<file path="config.mk">
export PLATFORM = sky130hd
export DESIGN_NAME = infix_to_postfix_converter_unit
export DESIGN_NICKNAME = d
export VERILOG_FILES = /design/src/hdl/i2p_pkg.sv /design/src/hdl/i2p_front.sv /design/src/hdl/i2p_fifo.sv /design/src/hdl/i2p_back.sv /design/src/hdl/infix_to_postfix_converter_unit.sv
export VERILOG_INCLUDE_DIRS = /design/src /design/src/hdl
export SDC_FILE = /design/constraint.sdc
export NUM_CORES = 1
export LEC_CHECK = 0
export BUFFER_PORTS_ARGS = -buffer_cell sky130_fd_sc_hd__buf_4
export CAP_MARGIN = 10
export CORE_MARGIN = 3
export CORE_UTILIZATION = 62
export CTS_CLUSTER_SIZE = 25
export DETAILED_ROUTE_END_ITERATION = 8
export PLACE_DENSITY_LB_ADDON = 0.08
export SLEW_MARGIN = 20
export SYNTH_ARGS = -nofsm -noshare
export SYNTH_HDL_FRONTEND = slang
export SYNTH_SLANG_ARGS = --single-unit
</file>
<file path="constraint.sdc">
create_clock -name clk_i -period 6.64 [get_ports clk_i]
set_clock_uncertainty 0.1 [all_clocks]
set_input_delay 1.992 -clock clk_i [delete_from_list [all_inputs] [get_ports clk_i]]
set_output_delay 1.992 -clock clk_i [all_outputs]
set_load 0.03 [all_outputs]
</file>
<file path="src/hdl/infix_to_postfix_converter_unit_macros.svh">
// ----------------------------------------------------------------------------
// Infix to postfix converter assertion macros
// Shared concurrent assertion shorthands for the converter modules.
// ----------------------------------------------------------------------------
`ifndef INFIX_TO_POSTFIX_CONVERTER_UNIT_MACROS_SVH
`define INFIX_TO_POSTFIX_CONVERTER_UNIT_MACROS_SVH

// same-cycle implication, disabled during reset
`define I2P_ASSERT_IMP(name, clk, rst_n, ante, cons) \
  name: assert property (@(posedge clk) disable iff (!rst_n) (ante) |-> (cons)) \
    else $error("i2p assertion failed");

// next-cycle implication, disabled during reset
`define I2P_ASSERT_NXT(name, clk, rst_n, ante, cons) \
  name: assert property (@(posedge clk) disable iff (!rst_n) (ante) |=> (cons)) \
    else $error("i2p assertion failed");

`endif

</file>
<file path="src/hdl/i2p_pkg.sv">
// ----------------------------------------------------------------------------
// i2p_pkg
// Types, character codes and operator helpers of the infix to postfix unit.
// ----------------------------------------------------------------------------
`default_nettype none

package i2p_pkg;

  // default operator stack depth and queue sizing
  localparam int unsigned STACK_DEPTH_DEF = 32;
  localparam int unsigned QUEUE_DEPTH     = 4;
  localparam int unsigned QUEUE_AW        = $clog2(QUEUE_DEPTH);
  localparam int unsigned QUEUE_CW        = $clog2(QUEUE_DEPTH + 1);

  // ascii characters
  localparam logic [7:0] CHR_HASH = 8'h23;
  localparam logic [7:0] CHR_LPAR = 8'h28;
  localparam logic [7:0] CHR_RPAR = 8'h29;
  localparam logic [7:0] CHR_MUL  = 8'h2A;
  localparam logic [7:0] CHR_ADD  = 8'h2B;
  localparam logic [7:0] CHR_SUB  = 8'h2D;
  localparam logic [7:0] CHR_DIV  = 8'h2F;
  localparam logic [7:0] CHR_ZERO = 8'h30;
  localparam logic [7:0] CHR_NINE = 8'h39;

  // error codes
  localparam logic [1:0] ERR_NONE      = 2'd0;
  localparam logic [1:0] ERR_OVERFLOW  = 2'd1;
  localparam logic [1:0] ERR_UNMATCHED = 2'd2;

  // stacked operator codes
  typedef enum logic [2:0] {
    OPC_LPAR = 3'd0,
    OPC_MUL  = 3'd1,
    OPC_DIV  = 3'd2,
    OPC_ADD  = 3'd3,
    OPC_SUB  = 3'd4
  } opcode_e;

  // classified item kinds
  typedef enum logic [2:0] {
    KIND_DIGIT = 3'd0,
    KIND_LPAR  = 3'd1,
    KIND_RPAR  = 3'd2,
    KIND_OPER  = 3'd3,
    KIND_FIN   = 3'd4
  } kind_e;

  typedef struct packed {
    kind_e      kind;
    logic [7:0] symbol;
    opcode_e    opcode;
  } item_t;

  typedef struct packed {
    logic [7:0] symbol;
    logic       symbol_valid;
    logic [1:0] error_code;
    logic       last;
  } result_t;

  // binding priority of a stacked code
  function automatic logic [2:0] op_prio(opcode_e op);
    logic [2:0] p;
    case (op)
      OPC_MUL, OPC_DIV: p = 3'd4;
      OPC_ADD, OPC_SUB: p = 3'd3;
      OPC_LPAR:         p = 3'd2;
      default:          p = 3'd0;
    endcase
    return p;
  endfunction

  // character emitted when a code is popped
  function automatic logic [7:0] op_char(opcode_e op);
    logic [7:0] c;
    case (op)
      OPC_LPAR: c = CHR_LPAR;
      OPC_MUL:  c = CHR_MUL;
      OPC_DIV:  c = CHR_DIV;
      OPC_ADD:  c = CHR_ADD;
      OPC_SUB:  c = CHR_SUB;
      default:  c = 8'h00;
    endcase
    return c;
  endfunction

endpackage

`default_nettype wire

</file>
<file path="src/hdl/i2p_front.sv">
// ----------------------------------------------------------------------------
// i2p_front
// Accepts input beats, classifies the character and queues useful items.
// ----------------------------------------------------------------------------
`default_nettype none

module i2p_front import i2p_pkg::*; (
  input  wire logic       in_valid_i,
  output logic            in_stall_o,
  input  wire logic [7:0] symbol_i,
  input  wire logic       finish_i,
  input  wire logic       q_full_i,
  output logic            q_push_o,
  output item_t           q_item_o
);

  logic keep;

  // character decoder, unknown characters are dropped
  always_comb begin
    q_item_o.kind   = KIND_DIGIT;
    q_item_o.symbol = symbol_i;
    q_item_o.opcode = OPC_LPAR;
    keep            = 1'b1;
    if (finish_i) begin
      q_item_o.kind = KIND_FIN;
    end else if (symbol_i >= CHR_ZERO && symbol_i <= CHR_NINE) begin
      q_item_o.kind = KIND_DIGIT;
    end else begin
      unique case (symbol_i)
        CHR_LPAR: begin
          q_item_o.kind   = KIND_LPAR;
          q_item_o.opcode = OPC_LPAR;
        end
        CHR_RPAR: q_item_o.kind = KIND_RPAR;
        CHR_MUL: begin
          q_item_o.kind   = KIND_OPER;
          q_item_o.opcode = OPC_MUL;
        end
        CHR_DIV: begin
          q_item_o.kind   = KIND_OPER;
          q_item_o.opcode = OPC_DIV;
        end
        CHR_ADD: begin
          q_item_o.kind   = KIND_OPER;
          q_item_o.opcode = OPC_ADD;
        end
        CHR_SUB: begin
          q_item_o.kind   = KIND_OPER;
          q_item_o.opcode = OPC_SUB;
        end
        default: keep = 1'b0;
      endcase
    end
  end

  // beat handshake
  assign in_stall_o = q_full_i;
  assign q_push_o   = in_valid_i && !q_full_i && keep;

endmodule

`default_nettype wire

</file>
<file path="src/hdl/i2p_fifo.sv">
// ----------------------------------------------------------------------------
// i2p_fifo
// Short item queue between the classifying front and the stack engine.
// ----------------------------------------------------------------------------
`default_nettype none
`include "infix_to_postfix_converter_unit_macros.svh"

module i2p_fifo import i2p_pkg::*; (
  input  wire logic  clk_i,
  input  wire logic  rst_ni,
  input  wire logic  push_i,
  input  wire item_t item_i,
  output logic       full_o,
  input  wire logic  pop_i,
  output logic       empty_o,
  output item_t      head_o
);

  item_t                mem_q [QUEUE_DEPTH];
  logic [QUEUE_AW-1:0]  wr_ptr_q;
  logic [QUEUE_AW-1:0]  rd_ptr_q;
  logic [QUEUE_CW-1:0]  cnt_q;
  logic [QUEUE_CW-1:0]  cnt_d;

  assign full_o  = (cnt_q == QUEUE_CW'(QUEUE_DEPTH));
  assign empty_o = (cnt_q == '0);
  assign head_o  = mem_q[rd_ptr_q];

  // occupancy
  always_comb begin
    cnt_d = cnt_q;
    if (push_i && !pop_i) begin
      cnt_d = cnt_q + QUEUE_CW'(1);
    end else if (pop_i && !push_i) begin
      cnt_d = cnt_q - QUEUE_CW'(1);
    end
  end

  // pointers and count
  always_ff @(posedge clk_i or negedge rst_ni) begin
    if (!rst_ni) begin
      wr_ptr_q <= '0;
      rd_ptr_q <= '0;
      cnt_q    <= '0;
    end else begin
      if (push_i) wr_ptr_q <= wr_ptr_q + QUEUE_AW'(1);
      if (pop_i)  rd_ptr_q <= rd_ptr_q + QUEUE_AW'(1);
      cnt_q <= cnt_d;
    end
  end

  // entry storage
  always_ff @(posedge clk_i) begin
    if (push_i) mem_q[wr_ptr_q] <= item_i;
  end

  `I2P_ASSERT_IMP(a_no_pop_empty, clk_i, rst_ni, pop_i, !empty_o)
  `I2P_ASSERT_IMP(a_empty_ptrs, clk_i, rst_ni, empty_o, wr_ptr_q == rd_ptr_q)
  `I2P_ASSERT_NXT(a_push_fills, clk_i, rst_ni, push_i && !pop_i, !empty_o)

endmodule

`default_nettype wire

</file>
<file path="src/hdl/i2p_back.sv">
// ----------------------------------------------------------------------------
// i2p_back
// Stack engine: runs one queued item at a time, one pop or push a cycle while its output is not stalled.
// ----------------------------------------------------------------------------
`default_nettype none
`include "infix_to_postfix_converter_unit_macros.svh"

module i2p_back import i2p_pkg::*; #(
  parameter int unsigned STACK_DEPTH = STACK_DEPTH_DEF
) (
  input  wire logic    clk_i,
  input  wire logic    rst_ni,
  input  wire logic    q_empty_i,
  input  wire item_t   q_head_i,
  output logic         q_pop_o,
  output logic         out_valid_o,
  input  wire logic    out_stall_i,
  output result_t      out_result_o
);

  localparam int unsigned AW = $clog2(STACK_DEPTH);
  localparam int unsigned CW = $clog2(STACK_DEPTH + 1);
  localparam logic [CW-1:0] FullCount = CW'(STACK_DEPTH);

  typedef enum logic [2:0] {
    ST_IDLE  = 3'b001,
    ST_RUN   = 3'b010,
    ST_FLUSH = 3'b100
  } state_e;

  state_e          state_q, state_d;
  item_t           cur_q;
  logic [CW-1:0]   cnt_q, cnt_d, cnt_dec;
  logic [AW-1:0]   rd_addr;
  opcode_e         stack_mem [STACK_DEPTH];
  opcode_e         top_q;
  result_t         pend_q, pend_d;
  logic            pend_v_q, pend_v_d;
  result_t         out_q, out_d;
  logic            out_v_q, out_v_d;

  logic    stack_empty, stack_full;
  logic    res_v, item_done, do_push, do_pop;
  result_t res;
  logic    out_free, step_go, load_item, ld_out, push_en, pop_en;

  assign stack_empty = (cnt_q == '0);
  assign stack_full  = (cnt_q == FullCount);

  // one step of the current item
  always_comb begin
    res       = '0;
    res_v     = 1'b0;
    item_done = 1'b0;
    do_push   = 1'b0;
    do_pop    = 1'b0;
    unique case (cur_q.kind)
      KIND_FIN: begin
        res_v            = 1'b1;
        res.symbol_valid = 1'b1;
        if (!stack_empty) begin
          res.symbol = op_char(top_q);
          do_pop     = 1'b1;
        end else begin
          res.symbol = CHR_HASH;
          item_done  = 1'b1;
        end
      end
      KIND_DIGIT: begin
        res_v            = 1'b1;
        res.symbol       = cur_q.symbol;
        res.symbol_valid = 1'b1;
        item_done        = 1'b1;
      end
      KIND_LPAR: begin
        item_done = 1'b1;
        if (stack_full) begin
          res_v          = 1'b1;
          res.error_code = ERR_OVERFLOW;
        end else begin
          do_push = 1'b1;
        end
      end
      KIND_RPAR: begin
        if (stack_empty) begin
          res_v          = 1'b1;
          res.error_code = ERR_UNMATCHED;
          item_done      = 1'b1;
        end else if (top_q == OPC_LPAR) begin
          do_pop    = 1'b1;
          item_done = 1'b1;
        end else begin
          res_v            = 1'b1;
          res.symbol       = op_char(top_q);
          res.symbol_valid = 1'b1;
          do_pop           = 1'b1;
        end
      end
      KIND_OPER: begin
        if (!stack_empty && op_prio(top_q) >= op_prio(cur_q.opcode)) begin
          res_v            = 1'b1;
          res.symbol       = op_char(top_q);
          res.symbol_valid = 1'b1;
          do_pop           = 1'b1;
        end else begin
          item_done = 1'b1;
          if (stack_full) begin
            res_v          = 1'b1;
            res.error_code = ERR_OVERFLOW;
          end else begin
            do_push = 1'b1;
          end
        end
      end
      default: item_done = 1'b1;
    endcase
    res.last = item_done;
  end

  // handshake helpers
  assign out_free  = !out_v_q || !out_stall_i;
  assign step_go   = (state_q == ST_RUN) && (!pend_v_q || out_free);
  assign load_item = !q_empty_i &&
                     ((state_q == ST_IDLE) || ((state_q == ST_FLUSH) && out_free));
  assign q_pop_o   = load_item;
  assign push_en   = step_go && do_push;
  assign pop_en    = step_go && do_pop;

  // sequencer: one result held back so the final one can be marked
  always_comb begin
    state_d  = state_q;
    pend_d   = pend_q;
    pend_v_d = pend_v_q;
    ld_out   = 1'b0;
    out_d    = pend_q;
    unique case (state_q)
      ST_IDLE: begin
        if (!q_empty_i) state_d = ST_RUN;
      end
      ST_RUN: begin
        if (step_go) begin
          if (res_v) begin
            ld_out   = pend_v_q;
            pend_d   = res;
            pend_v_d = 1'b1;
            if (item_done) state_d = ST_FLUSH;
          end else if (item_done) begin
            ld_out     = pend_v_q;
            out_d.last = 1'b1;
            pend_v_d   = 1'b0;
            state_d    = ST_IDLE;
          end
        end
      end
      ST_FLUSH: begin
        if (out_free) begin
          ld_out   = 1'b1;
          pend_v_d = 1'b0;
          state_d  = q_empty_i ? ST_IDLE : ST_RUN;
        end
      end
      default: state_d = ST_IDLE;
    endcase
  end

  // output register
  always_comb begin
    out_v_d = out_v_q;
    if (ld_out) begin
      out_v_d = 1'b1;
    end else if (!out_stall_i) begin
      out_v_d = 1'b0;
    end
  end

  // stack depth and the address of the next top
  always_comb begin
    cnt_d = cnt_q;
    if (push_en) begin
      cnt_d = cnt_q + CW'(1);
    end else if (pop_en) begin
      cnt_d = cnt_q - CW'(1);
    end
    cnt_dec = cnt_d - CW'(1);
    rd_addr = (cnt_d == '0) ? '0 : cnt_dec[AW-1:0];
  end

  // control registers
  always_ff @(posedge clk_i or negedge rst_ni) begin
    if (!rst_ni) begin
      state_q  <= ST_IDLE;
      cnt_q    <= '0;
      pend_v_q <= 1'b0;
      out_v_q  <= 1'b0;
    end else begin
      state_q  <= state_d;
      cnt_q    <= cnt_d;
      pend_v_q <= pend_v_d;
      out_v_q  <= out_v_d;
    end
  end

  // payload registers
  always_ff @(posedge clk_i) begin
    if (load_item) cur_q <= q_head_i;
    pend_q <= pend_d;
    if (ld_out) out_q <= out_d;
  end

  // operator stack memory, top read registered with write forwarding
  always_ff @(posedge clk_i) begin
    if (push_en) begin
      stack_mem[cnt_q[AW-1:0]] <= cur_q.opcode;
      top_q                    <= cur_q.opcode;
    end else begin
      top_q <= stack_mem[rd_addr];
    end
  end

  assign out_valid_o  = out_v_q;
  assign out_result_o = out_q;

  `I2P_ASSERT_IMP(a_cnt_bound, clk_i, rst_ni, 1'b1, cnt_q <= FullCount)
  `I2P_ASSERT_IMP(a_flush_final, clk_i, rst_ni, state_q == ST_FLUSH, pend_v_q && pend_q.last)
  `I2P_ASSERT_IMP(a_idle_clean, clk_i, rst_ni, state_q == ST_IDLE, !pend_v_q)
  `I2P_ASSERT_IMP(a_out_free, clk_i, rst_ni, ld_out, out_free)

endmodule

`default_nettype wire

</file>
<file path="src/hdl/infix_to_postfix_converter_unit.sv">
// ----------------------------------------------------------------------------
// infix_to_postfix_converter_unit
// Shunting-yard converter from infix characters to postfix characters.
// ----------------------------------------------------------------------------
// Input channel: one beat per character (symbol_i) or an end marker
// (finish_i = 1). Characters other than digits, parentheses and * / + -
// are accepted and dropped. Output channel: one beat per result with
// out_symbol_o, symbol_valid_o, error_code_o and last_of_run_o; the last
// result caused by an input beat carries last_of_run_o = 1, and finish
// ends with '#'. Inputs that only push give no output beat.
// Throughput: a four-entry queue decouples the classifier from the stack
// engine; the engine runs one item at a time and pops one operator off
// the stack per step, since the stack memory gives one read a cycle.
// Reset empties the queue, the stack and the output register; the stack
// memory needs no clearing pass. When the receiver stalls the output beat
// holds, the engine stops once its held-back result is full, and input
// stalls once the queue fills.
// ----------------------------------------------------------------------------
`default_nettype none

module infix_to_postfix_converter_unit import i2p_pkg::*; #(
  parameter int unsigned STACK_DEPTH = STACK_DEPTH_DEF
) (
  input  wire logic       clk_i,
  input  wire logic       rst_ni,
  input  wire logic       in_valid_i,
  output logic            in_stall_o,
  input  wire logic [7:0] symbol_i,
  input  wire logic       finish_i,
  output logic            out_valid_o,
  input  wire logic       out_stall_i,
  output logic [7:0]      out_symbol_o,
  output logic            symbol_valid_o,
  output logic [1:0]      error_code_o,
  output logic            last_of_run_o
);

  logic    q_full, q_push, q_empty, q_pop;
  item_t   q_item, q_head;
  result_t result;

  // classifier
  i2p_front u_front (
    .in_valid_i (in_valid_i),
    .in_stall_o (in_stall_o),
    .symbol_i   (symbol_i),
    .finish_i   (finish_i),
    .q_full_i   (q_full),
    .q_push_o   (q_push),
    .q_item_o   (q_item)
  );

  // decoupling queue
  i2p_fifo u_fifo (
    .clk_i   (clk_i),
    .rst_ni  (rst_ni),
    .push_i  (q_push),
    .item_i  (q_item),
    .full_o  (q_full),
    .pop_i   (q_pop),
    .empty_o (q_empty),
    .head_o  (q_head)
  );

  // stack engine
  i2p_back #(
    .STACK_DEPTH (STACK_DEPTH)
  ) u_back (
    .clk_i        (clk_i),
    .rst_ni       (rst_ni),
    .q_empty_i    (q_empty),
    .q_head_i     (q_head),
    .q_pop_o      (q_pop),
    .out_valid_o  (out_valid_o),
    .out_stall_i  (out_stall_i),
    .out_result_o (result)
  );

  // result fields
  assign out_symbol_o   = result.symbol;
  assign symbol_valid_o = result.symbol_valid;
  assign error_code_o   = result.error_code;
  assign last_of_run_o  = result.last;

endmodule

`default_nettype wire

</file>
=== After elaboration in Yosys (flattened, before gate mapping) ===
Memories as Yosys holds them, arrays and structs flattened. A register that Yosys moved wholly into a read port is not among the register bits.
Index checks and enable logic that the tools add are counted.

* Magnitude comparators: 3
* Reduce and logical (&&, ||, !) cells: 41
* Muxes and demuxes: 74
* Add/sub/neg operators: 7
* Equality and inequality tests: 29

{| class="wikitable"
|+ Operators by type and width
! cell !! count
|-
| 8-bit by 6-bit equality test with 1-bit output, second input constant || 6
|-
| 3-bit 2-to-1 mux || 15
|-
| 9-bit case mux with 4 select lines || 1
|-
| 1-bit 2-to-1 mux || 35
|-
| 6-bit case mux with 5 select lines || 1
|-
| 3-bit case mux with 3 select lines || 3
|-
| 6-bit case mux with 4 select lines || 1
|-
| 3-bit by 2-bit equality test with 1-bit output, second input constant || 7
|-
| 6-bit 2-to-1 mux || 3
|-
| 3-bit equality test, second input constant || 5
|-
| 7-bit 2-to-1 mux || 2
|-
| 3-bit by 1-bit equality test with 1-bit output, second input constant || 4
|-
| 3-bit zero test || 4
|-
| 6-bit zero test || 2
|-
| 2-bit case mux with 3 select lines || 2
|-
| 3-bit case mux with 4 select lines || 1
|-
| 2-bit OR reduction || 6
|-
| 1-bit logical AND || 11
|-
| 9-bit 2-to-1 mux || 1
|-
| 8-bit by 6-bit >= comparator with 1-bit output, second input constant || 1
|-
| 8-bit by 6-bit <= comparator with 1-bit output, second input constant || 1
|-
| 1-bit zero test || 8
|-
| 2-bit by 1-bit inequality test with 1-bit output, second input constant || 4
|-
| 1-bit case mux with 2 select lines || 4
|-
| 20 further kinds || 26
|}

* Memories: 2
* Bits in registers: 45
* Word-level logic and storage cells: 172
* Bits in writable memories: 152

{| class="wikitable"
|+ Memories
! memory !! depth !! width !! rd ports !! clocked after memory_dff !! wr ports !! RTL line !! text
|-
| u_back.stack_mem || 32 || 3 || 1 || 0 || 1 || i2p_back.sv:35 || <nowiki>opcode_e stack_mem [STACK_DEPTH];</nowiki>
|-
| u_fifo.mem_q || 4 || 14 || 1 || 1 || 1 || i2p_fifo.sv:19 || <nowiki>item_t mem_q [QUEUE_DEPTH];</nowiki>
|}

=== Depth between registers and ports, before layout ===
An unclocked memory read counts as a cell.

* Depth after elaboration: 15
* Mapped depth: 21
* Mapped depth without buffers: 18

=== Cells and area by module ===
Synthesis repeated with hierarchy kept, for this count alone.

* Cell total of the unflattened synthesis: 692
* Area total of the unflattened synthesis: 9659.3 µm²

{| class="wikitable"
|+ By module, submodules not included
! module !! cells an instance !! area an instance (µm²) !! times used !! seq. area each (µm²)
|-
| i2p_back || 554 || 7004.2 || 1 || 4360.4
|-
| i2p_fifo || 107 || 2446.1 || 1 || 1856.8
|-
| i2p_front || 31 || 209.0 || 1 || 0.0
|}

=== Least setup slack after synthesis ===
No wires, ideal clock.

* Path kind: input -> register
* From: input out_stall_i
* To: register u_back.top_q[1]
* Stages: 15
* Path slack: 1.239 ns
* Data arrival time: 5.171 ns
* Buffers on the path: 2
* Setup time: 0.130 ns
* Data required time: 6.410 ns
* Path through: and3_1 > a2111oi_4 > o21a_2 > or3_2 > nand2_4 > ha_1 > or2_2 > a211oi_1 > or2_1 > buf_6 > a41o_1 > buf_2 > o221ai_1 > a221oi_1 > a211oi_2

* Word-level cells in the longest chain between the ends: 11

{| class="wikitable"
|+ RTL lines
! item !! RTL line !! text
|-
| start: declaration || infix_to_postfix_converter_unit.sv:31 || <nowiki>input wire logic out_stall_i,</nowiki>
|-
| 1-bit zero test * || i2p_back.sv:121 || <nowiki>assign out_free = !out_v_q || !out_stall_i;</nowiki>
|-
| 1-bit logical OR * || i2p_back.sv:121 ||
|-
| 1-bit logical OR * || i2p_back.sv:122 || <nowiki>assign step_go = (state_q == ST_RUN) && (!pend_v_q || out_free);</nowiki>
|-
| 1-bit logical AND * || i2p_back.sv:122 ||
|-
| 1-bit logical AND || i2p_back.sv:127 || <nowiki>assign pop_en = step_go && do_pop;</nowiki>
|-
| 6-bit 2-to-1 mux || i2p_back.sv:181 || <nowiki>end else if (pop_en) begin</nowiki>
|-
| 6-bit 2-to-1 mux || i2p_back.sv:179 || <nowiki>if (push_en) begin</nowiki>
|-
| 5-bit by 1-bit subtractor with 5-bit output / 6-bit zero test (equally long branches) || i2p_back.sv:184, i2p_back.sv:185 ||
|-
| 5-bit 2-to-1 mux || i2p_back.sv:185 || <nowiki>rd_addr = (cnt_d == '0) ? '0 : cnt_dec[AW-1:0];</nowiki>
|-
| memory read 32 x 3 bit || - ||
|-
| 3-bit 2-to-1 mux * || i2p_back.sv:212 || <nowiki>if (push_en) begin</nowiki>
|-
| end signal: assignment || i2p_back.sv:214 || <nowiki>top_q <= cur_q.opcode;</nowiki>
|-
| end signal: assignment || i2p_back.sv:216 || <nowiki>top_q <= stack_mem[rd_addr];</nowiki>
|-
| end: declaration || i2p_back.sv:36 || <nowiki>opcode_e top_q;</nowiki>
|}

Every way passes the cells marked *; elsewhere a longest branch is shown, timed or not.
A chain may end at the register's enable or synchronous reset.

=== Worst setup path in the final report ===
Same ends and word-level chain as after synthesis.

==> results.md <==
- Number of iterations in the first detailed-routing pass: 8
- Setup-violating endpoint count in the final report: 0
- Clock-pin transition on the worst setup and hold timing paths: roughly 0.070 ns
- Synthesized area per cell: ~15 µm²
- Total buffers and inverters traversed by the critical path: 2
- Antenna Violating Nets Remaining: 0
- Clock Root Buffer: sky130_fd_sc_hd__clkbuf_16
- Starting density of the core: 0.639
- Power per cell area: around 530 nW/µm²
- Dominant synthesized flop cell: sky130_fd_sc_hd__edfxtp_1
- Fraction of power spent switching nets: 0.377
- Buffers on Ports: 26
- Proportion of synthesized chip area in sequential cells: 0.662
- Setup slack at placement: 0.589 ns
- Total via count after detailed routing: between 5000 and 6000
- Synthesized netlist cell count: approximately 640
- Min Tclk post-route: roughly 5.6 ns
- Total power of the final layout: 5.53 mW
- Pins Over Slew Limit: 0
- Overall die width: 129 µm
- Actual transition at the worst max-transition pin: 0.945 ns
- Leading cell type in the layout, fill and taps excluded: sky130_fd_sc_hd__edfxtp_1
- Iteration-0 DRC Markers: 641
- Wire per inst: about 22 µm
- Synth unique cells: 89
- Category of the worst setup path capture point: register
- EDFF count, synth: 190
- Proportion of register bits with asynchronous set or reset after synthesis: 0.0853
- Detailed-route DRC error count: 0
- Cell-internal power: between 3 and 4 mW
- Flip-flop and latch area: 6220 µm²
- Nets@finish: a little over 700
- CTS H-Tree Depth: 1
- Delay contributed by the slowest stage of the critical path: ~0.51 ns
- Total congestion overflow after global routing: 0
- Die area: 16700 µm²
- Worst Hold Class: reg -> reg
- Mapped Area: roughly 9400 µm²
- Number of max-capacitance violations reported: 0
- WP data required: 6.97 ns
- Clock sink count: between 200 and 250
- CP Launch Type: input port
- Overall track demand over capacity in global routing: 0.234
- Worst Path Arrival: about 6 ns
- Switching pwr: approximately 2.1 mW
- First-pass GRT wire length: about 30000 µm
- Critical path class: in -> reg
- Area of the multi-input gates: between 2000 and 3000 µm²
- Relative contribution of the clock network to total power: 0.232
- Pleak: ~3.6 nW
- Clock buffer count from CTS: 22
- Post-CTS setup-driven buffer insertion count: 0
- Final number of hold-violating endpoints: 0
- Share of power burned in registers: 0.365
- Slew headroom: 0.369
- Die span in y: ~130 µm
- CP cell instances: buf_4 > and3_1 > a2111oi_4 > o21a_2 > or3_2 > nand2_4 > ha_1 > or2_2 > a211oi_1 > or2_1 > a41o_1 > buf_4 > a221oi_1 > o21ai_0 > a311oi_1 > a211oi_2
- Number of buffers on the longest clock path: 3
- Via count of the first global-routing pass: approximately 5400
- Share of power burned in combinational logic: 0.403
- Antenna violations before repair: 0
- Boundary Pins: 27
- Post-cts sizing count: 0
- Ys Warns: 0
- Flops & latches, synth: roughly 210
- Skew-Pair Late Insertion Delay: 0.51 ns
- Final Util: 0.716
- Final Routed Wirelength: just under 20000 µm
- Status: complete, no violations
- Max rail drop VDD: approximately 0.30 mV
- Setup_tns: 0 ns
- CP startpoint: out_stall_i
- Slowest library cell on the worst path: sky130_fd_sc_hd__a2111oi_4
- Maximum operating frequency: 179 MHz
- TritonCTS clock tree: built
- Final weighted congestion in routability-driven placement: slightly above 0.9
- Via density per instance: 6.45
- Net count after synthesis: approximately 670
- Hold Path Origin: u_back.out_d[6]$_DFFE_PP_
- Post-DP HPWL: roughly 13000 µm
- Unrepaired setup endpoints after global routing: false
- Core region area: approximately 15000 µm²
- Number of buffers inserted for hold repair after clock tree synthesis: 0
- Crit path top cell by count: sky130_fd_sc_hd__buf_4
- Diodes inserted: 0
- Period utilization: 0.842
- Std cell rows: 44
- Largest net degree at the start of global routing: 43
- Reg2reg start: u_back.top_q[1]$_DFF_P_
- Filler Cell Count: 965
- Proportion of layout cells with a drive suffix above 1: 0.196
- Area added between synthesis and finish: 12.1%
- Maximum fanout count along the critical path: 11
- Commonest cells after routing, fill and taps aside: sky130_fd_sc_hd__edfxtp_1, sky130_fd_sc_hd__nor2_1, sky130_fd_sc_hd__buf_4
- Fin worst setup slack: ~1.0 ns
- Cell family with the largest share of critical-path delay: compound AO/OA/AOI/OAI gates
cells by family (layout without fill, tap and decap cells):
group | Yosys count | count (layout) | synth area share
buffers and inverters | 41 | 92 | 0.0209
AOI/OAI and AO/OA | 129 | 129 | 0.112
adders and majority gates | 15 | 15 | 0.0208
and+or+nand+nor | 191 | 191 | 0.102
DFF | 211 | 211 | 0.662
xor gates and xnor gates | 11 | 11 | 0.0131
muxes | 46 | 46 | 0.0698
per-stage QoR:
step | cell area [µm²] | std cells | hold slack [ns]
finish | 10500 | 879 | 0.317
global route | 10500 | 879 | 0.326
CTS | 10500 | 879 | 0.319
detailed placement | 9750 | 839 | 0.305
global placement | 9750 | 839 | 0.300
floorplan | 9390 | 644 | 0.300
layer usage:
layer | global-route usage | wire length, µm
met1 | 0.354 | 8360
met2 | 0.357 | 8740
met3 | 0.0552 | 1830
met4 | 0.0488 | 365
met5 | 0 | 0
path summary, 6_finish.rpt:
path | endpoint | slack, ns | cells after the start
max in group asynchronous | u_back.state_q[0]$_DFFE_PN1P_ | 4.90 | 1
min | u_back.out_result_o[6]$_DFFE_PP_ | 0.32 | 0
max reg2reg | u_back.top_q[1]$_DFF_P_ | 1.37 | 18
max | u_back.top_q[1]$_DFF_P_ | 1.05 | 16
min in group asynchronous | u_fifo.wr_ptr_q[1]$_DFFE_PN0P_ | 1.26 | 1
min reg2reg | u_back.out_result_o[6]$_DFFE_PP_ | 0.32 | 0
synthesized netlist by cell type (all sizes together) (6+ instances only):
cell	n	area [µm²]
a22oi	8	60.1
mux4	14	315
nand3	12	60.1
and2	9	56.3
a31oi	7	43.8
nand2	35	149
inv	19	76.3
a221oi	8	82.6
xor2	6	78.8
and3	7	48.8
clkbuf	8	30.0
nor2	75	282
buf	14	90.1
ha	14	175
dfrtp	17	425
mux2i	16	160
a21oi	21	105
nor3	15	80.1
nand2b	7	43.8
o21ai	23	123
mux2	16	180
edfxtp	190	5710
worst register-to-register path, stage by stage, from the launching register on:
cell	delay, ns
sky130_fd_sc_hd__dfxtp_1	0.54
sky130_fd_sc_hd__nor2_1	0.15
sky130_fd_sc_hd__or2_2	0.32
sky130_fd_sc_hd__ha_1	0.28
sky130_fd_sc_hd__nand2_1	0.08
sky130_fd_sc_hd__o21a_1	0.28
sky130_fd_sc_hd__o21a_2	0.31
sky130_fd_sc_hd__or3_2	0.53
sky130_fd_sc_hd__nand2_4	0.18
sky130_fd_sc_hd__ha_1	0.33
sky130_fd_sc_hd__nand2b_1	0.15
sky130_fd_sc_hd__a2bb2oi_1	0.10
sky130_fd_sc_hd__or2_1	0.35
sky130_fd_sc_hd__a41o_1	0.36
sky130_fd_sc_hd__buf_4	0.21
sky130_fd_sc_hd__a221oi_1	0.23
sky130_fd_sc_hd__o21ai_0	0.17
sky130_fd_sc_hd__a311oi_1	0.38
sky130_fd_sc_hd__a211oi_2	0.12
power groups by stage:
stage | Combinational (mW) | Sequential [mW] | Clock (mW)
floorplan | 1.72 | 1.97 | 0
global placement | 2.13 | 2.03 | 0
detailed placement | 2.18 | 2.04 | 0
CTS | 2.19 | 2.02 | 1.31
global route | 2.41 | 2.05 | 1.35
finish | 2.23 | 2.02 | 1.28
flip-flops by register name (all words and copies together), names as in the netlist:
register / count
u_back.cnt_q: 6
u_back.cur_q: 14
u_back.out_d: 11
u_back.out_result_o: 12
u_back.out_valid_o: 1
u_back.pend_q: 1
u_back.pend_v_q: 1
u_back.stack_mem: 96
u_back.state_q: 3
u_back.top_q: 3
u_fifo.cnt_q: 3
u_fifo.mem_q: 56
u_fifo.rd_ptr_q: 2
u_fifo.wr_ptr_q: 2
layout make-up:
type / instances / area share
repair buffers: 33 / 0.0235
clock inverters: 10 / 0.0155
clock buffers: 30 / 0.0580
well taps: 184 / 0.0219
inverters: 19 / 0.00725
multi-input cells: 392 / 0.283
flip-flops and latches: 211 / 0.591
Note: power is estimated with default switching activity, not from simulation.
